`src/hdl/swm_pkg.sv`:
```
package swm_pkg;

    localparam int SAMPLE_BITS  = 32;
    localparam int MAX_WINDOW   = 64;
    localparam int WIN_BITS     = 7;
    localparam int WINDOW_RESET = 3;

    typedef logic signed [SAMPLE_BITS-1:0] t_sample;
    typedef logic [WIN_BITS-1:0]           t_win;

    // one queue entry: value and its age in accepted samples
    typedef struct packed {
        logic    valid;
        t_sample value;
        t_win    age;
    } t_entry;

    // broadcast from the controller to every cell
    typedef struct packed {
        logic    accept;
        logic    start;
        logic    shift;
        t_sample key;
    } t_cell_ctrl;

endpackage

```
`src/hdl/swm_cell.sv`:
```
module swm_cell (
    input  logic                i_clk,
    input  logic                i_rst_n,
    input  swm_pkg::t_cell_ctrl i_ctrl,
    input  logic                i_left_keep,
    input  swm_pkg::t_entry     i_right_post,
    output logic                o_keep,
    output swm_pkg::t_entry     o_post
);
    import swm_pkg::*;

    logic    r_valid;
    t_sample r_value;
    t_win    r_age;
    t_entry  n_entry;

    // entry survives the tail discard when valid, strictly below the new sample and no restart
    assign o_keep = r_valid && (r_value < i_ctrl.key) && !i_ctrl.start;

    // queue content at this slot once the new sample is appended
    always_comb begin
        o_post = '{valid: r_valid, value: r_value, age: r_age};
        if (i_ctrl.accept) begin
            if (o_keep) begin
                o_post = '{valid: 1'b1, value: r_value, age: r_age + t_win'(1)};
            end else begin
                o_post = '{valid: i_left_keep, value: i_ctrl.key, age: '0};
            end
        end
    end

    assign n_entry = i_ctrl.shift ? i_right_post : o_post;

    always_ff @(posedge i_clk) begin
        if (!i_rst_n) begin
            r_valid <= 1'b0;
        end else begin
            r_valid <= n_entry.valid;
        end
        r_value <= n_entry.value;
        r_age   <= n_entry.age;
    end

endmodule

```
`config.mk`:
```
export PLATFORM = sky130hd
export DESIGN_NAME = swm_cell
export DESIGN_NICKNAME = d
export VERILOG_FILES = /design/src/hdl/swm_pkg.sv /design/src/hdl/swm_cell.sv
export SDC_FILE = /design/constraint.sdc
export NUM_CORES = 1
export LEC_CHECK = 0
export ABC_AREA = 1
export BUFFER_PORTS_ARGS = -buffer_cell sky130_fd_sc_hd__buf_2
export CAP_MARGIN = 30
export CORE_MARGIN = 2
export CORE_UTILIZATION = 50
export DETAILED_ROUTE_END_ITERATION = 7
export HOLD_SLACK_MARGIN = 0.15
export PLACE_DENSITY = 0.81
export SLEW_MARGIN = 15
export SYNTH_ARGS = -nofsm -noshare
export SYNTH_HDL_FRONTEND = slang
export SYNTH_SLANG_ARGS = --single-unit
export TNS_END_PERCENT = 1
```
`constraint.sdc`:
```
create_clock -name i_clk -period 2.75 [get_ports i_clk]
set_input_delay 0.275 -clock i_clk [delete_from_list [all_inputs] [get_ports i_clk]]
set_output_delay 0.275 -clock i_clk [all_outputs]
set_load 0.05 [all_outputs]
```
==> flow_summary.ini <==
[run_status]
outcome = finished clean

[synthesis]
synth_edf_count = 0
ys_ff_latch = 40
synth_area_sq_mm = 0.00322
synth_seq_area_share = 0.249
synth.most_common_cell = nand2_1
synth_area_leaders = dfxtp_1 25%, nand2_1 17%, ha_1 12%
synthTopCellsByCount = 149 x nand2_1, 88 x inv_1, 49 x nand3_1
synth_cells = 486
ys_warn_count = 0
yosys.area.top_type_share = 0.249
synth_top_cell_by_area = dfxtp_1
synthFlopType = dfxtp_1
yosysUniqueCellTypes = 31
syn_area_per_cell_sq_um = 6.62
synth_nets = 596
async_flop_share = 0

[sta]
rsz0062_at_grt = true
clock_skew_ps = 9.93
finalHoldWorstSlack_ps = 171
setup_viol = 0
max_slew_margin = 0.585
max_freq_mhz = 365
drv_slew = 0
tightest_slew_ps = 622
hold_viol = 0
period_minus_slack_ps = 2740
min_period_over_period = 0.997

[drt]
totalWireLength_um = 7670
num_vias = 3300
wl_per_cell_um = 11.4
drc = 0
drtAntennaViolNets = 0
drtPass1Iterations = 5
via_per_inst = 4.89
wl_met1_um = 3430
dr_wl_met3_um = 441
top_layer_used = met4
wl_met2_um = 3730
initialDrtViolationCount = 138

[critical_path]
crit_type = reg -> out
path_common_cell = nand2_1
slowest_delay_ps = 320
crit_fanout = 28
r2r_cells = 14
reg2reg_from = r_value[15]
r2r-end = r_age[2]
end_kind = primary output
regToRegSetupSlack_ps = 670
start_kind = flip-flop
path_cells = ha_1 > a21oi_1 > nor2_1 > nor3_2 > nand2_1 > nand2_1 > nand2_1 > nand2_1 > nand3_1 > nand3_4 > buf_12 > nand3_1 > and2_1 > buf_2
arrival_ps = 2470
required_ps = 2480
critPathSlowestCell = dfxtp_1

[placed_design]
dpl.cell_count = 668
dp_hpwl_um = 5720
port_buffers = 118
routabilityCongestion = 0.825

[die]
core_sq_mm = 0.00628
rows = 29
io_pins = 119
design.die.area_sq_mm = 0.00709
start_util = 0.512
die_x_um = 84.2
chipHeight_um = 84.2

[global_routing]
antenna_found_initial = 0
grt_usage = 0.211
grt_pass1_wl_um = 12600
first_global_vias = 3108
overflow = 0
grt_max_degree = 43

[cells_and_area]
fillers = 604
layout-drive-gt1-share = 0.273
areaGrowthSynthToFinish_pct = 24.1
instances_no_fill = 675
num-nets-final = 708
diodes = 0

[clock_tree]
cts_tree = yes
cts.clk_slew.worst_paths_ps = 80
ctsLongestPathBuffers = 2
cts-hold-fix-buffers = 0
clk_root_buffer_cell = clkbuf_8
h-tree-depth = 2
cts.sinks = 40
clock_latency_ps = 290
cts_buffers = 5
postCtsSetupRepairBufs = 0

[worst_hold_path]
min_path_type = in -> reg
min_from = i_right_post[17]
holdPathStages = 3
min_to = r_value[10]

[power_and_ir_drop]
p_leak_nw = 2.36
power_density_mw_per_mm2 = 473
vdd_drop_max_mv = 0.280

[flow_run]
maxCapViolCount = 0
[timing repair]
item | CTS | global route
pin swaps | 0 | 0
endpoints found under the setup margin | 14 | 40
resized for setup | 4 | 31
[report_power, final]
group / total (mW) / switching [mW] / internal [mW]
Combinational: 0.846 / 0.558 / 0.288
Clock: 0.370 / 0.197 / 0.173
Sequential: 0.671 / 0.0311 / 0.640
Total: 1.89 / 0.786 / 1.10
[cell type report]
| type | instances | area [sq um] | area share |
|---|---|---|---|
| sequential | 40 | 801 | 0.201 |
| clock inverter | 1 | 5.00 | 0.00125 |
| multi-input combinational | 337 | 1940 | 0.485 |
| tap | 77 | 96.3 | 0.0241 |
| inverter | 89 | 334 | 0.0837 |
| clock buffer | 6 | 72.6 | 0.0182 |
| timing repair buffer | 125 | 744 | 0.187 |
[worst max path at each step]
stage                     start         end  slack [ps]  depth (start not counted)
floorplan            i_ctrl[21]  o_post[20]         390                         14
global placement     i_ctrl[15]  o_post[10]         220                         17
detailed placement    i_ctrl[5]  o_post[24]         180                         17
CTS                  r_value[5]  o_post[38]           2                         14
global route        r_value[15]   o_post[9]        -200                         15
finish               r_value[5]  o_post[38]           9                         14
[metrics by stage]
step	utilization	power, mW	setup slack, ps	area [sq um]	TNS [ps]
after floorplan	-	1.31	390	3220	0
after global placement	0.611	1.49	221	3840	0
after detailed placement	0.611	1.50	185	3840	0
after CTS	0.625	1.88	2.30	3930	0
after global routing	0.636	2.01	-200	3990	-6160
final	0.636	1.89	9.46	3990	0
[flip-flops by register name, indices dropped and copies added, names as in the netlist]
name	cells
r_valid	1
r_value	32
r_age	7
[cell usage in the layout (no fill, tap or decap), drive strengths merged]
| master | Yosys | layout |
|---|---|---|
| clkinv | 0 | 1 |
| inv | 89 | 89 |
| nor2 | 12 | 12 |
| and2 | 32 | 32 |
| xor2 | 2 | 2 |
| ha | 32 | 32 |
| a21oi | 18 | 18 |
| nor4 | 1 | 1 |
| o21ai | 11 | 11 |
| nand3b | 1 | 1 |
| nand2 | 151 | 151 |
| nand3 | 70 | 70 |
| nand4 | 1 | 1 |
| nor3 | 4 | 4 |
| buf | 14 | 112 |
| dfxtp | 40 | 40 |
| o22ai | 1 | 1 |
| clkbuf | 6 | 19 |
| o21a | 1 | 1 |
[cells by family (layout without fill, tap and decap cells)]
| family | Yosys count | after routing | synth area share |
|---|---|---|---|
| xor gates and xnor gates | 2 | 2 | 0.00545 |
| buffers and inverters | 109 | 221 | 0.149 |
| DFF | 40 | 40 | 0.249 |
| adders and majority gates | 32 | 32 | 0.125 |
| AOI/OAI and AO/OA | 31 | 31 | 0.0560 |
| and+or+nand+nor | 272 | 272 | 0.416 |
[metal layers]
metal,vias to the layer above,global-route usage
li1,1721,-
met1,1474,0.243
met2,97,0.403
met3,8,0.0413
met4,0,0.0425
met5,-,0
[critical path: cells and delay by family, from the launching register on]
family	cells	cell delay (ps)
AO/OA/AOI/OAI	1	150
adder cells (fa/ha/maj)	1	290
buffers and inverters	2	400
flip-flops	1	320
AND/OR/NAND/NOR	10	980
(Power assumes the default switching activity.)
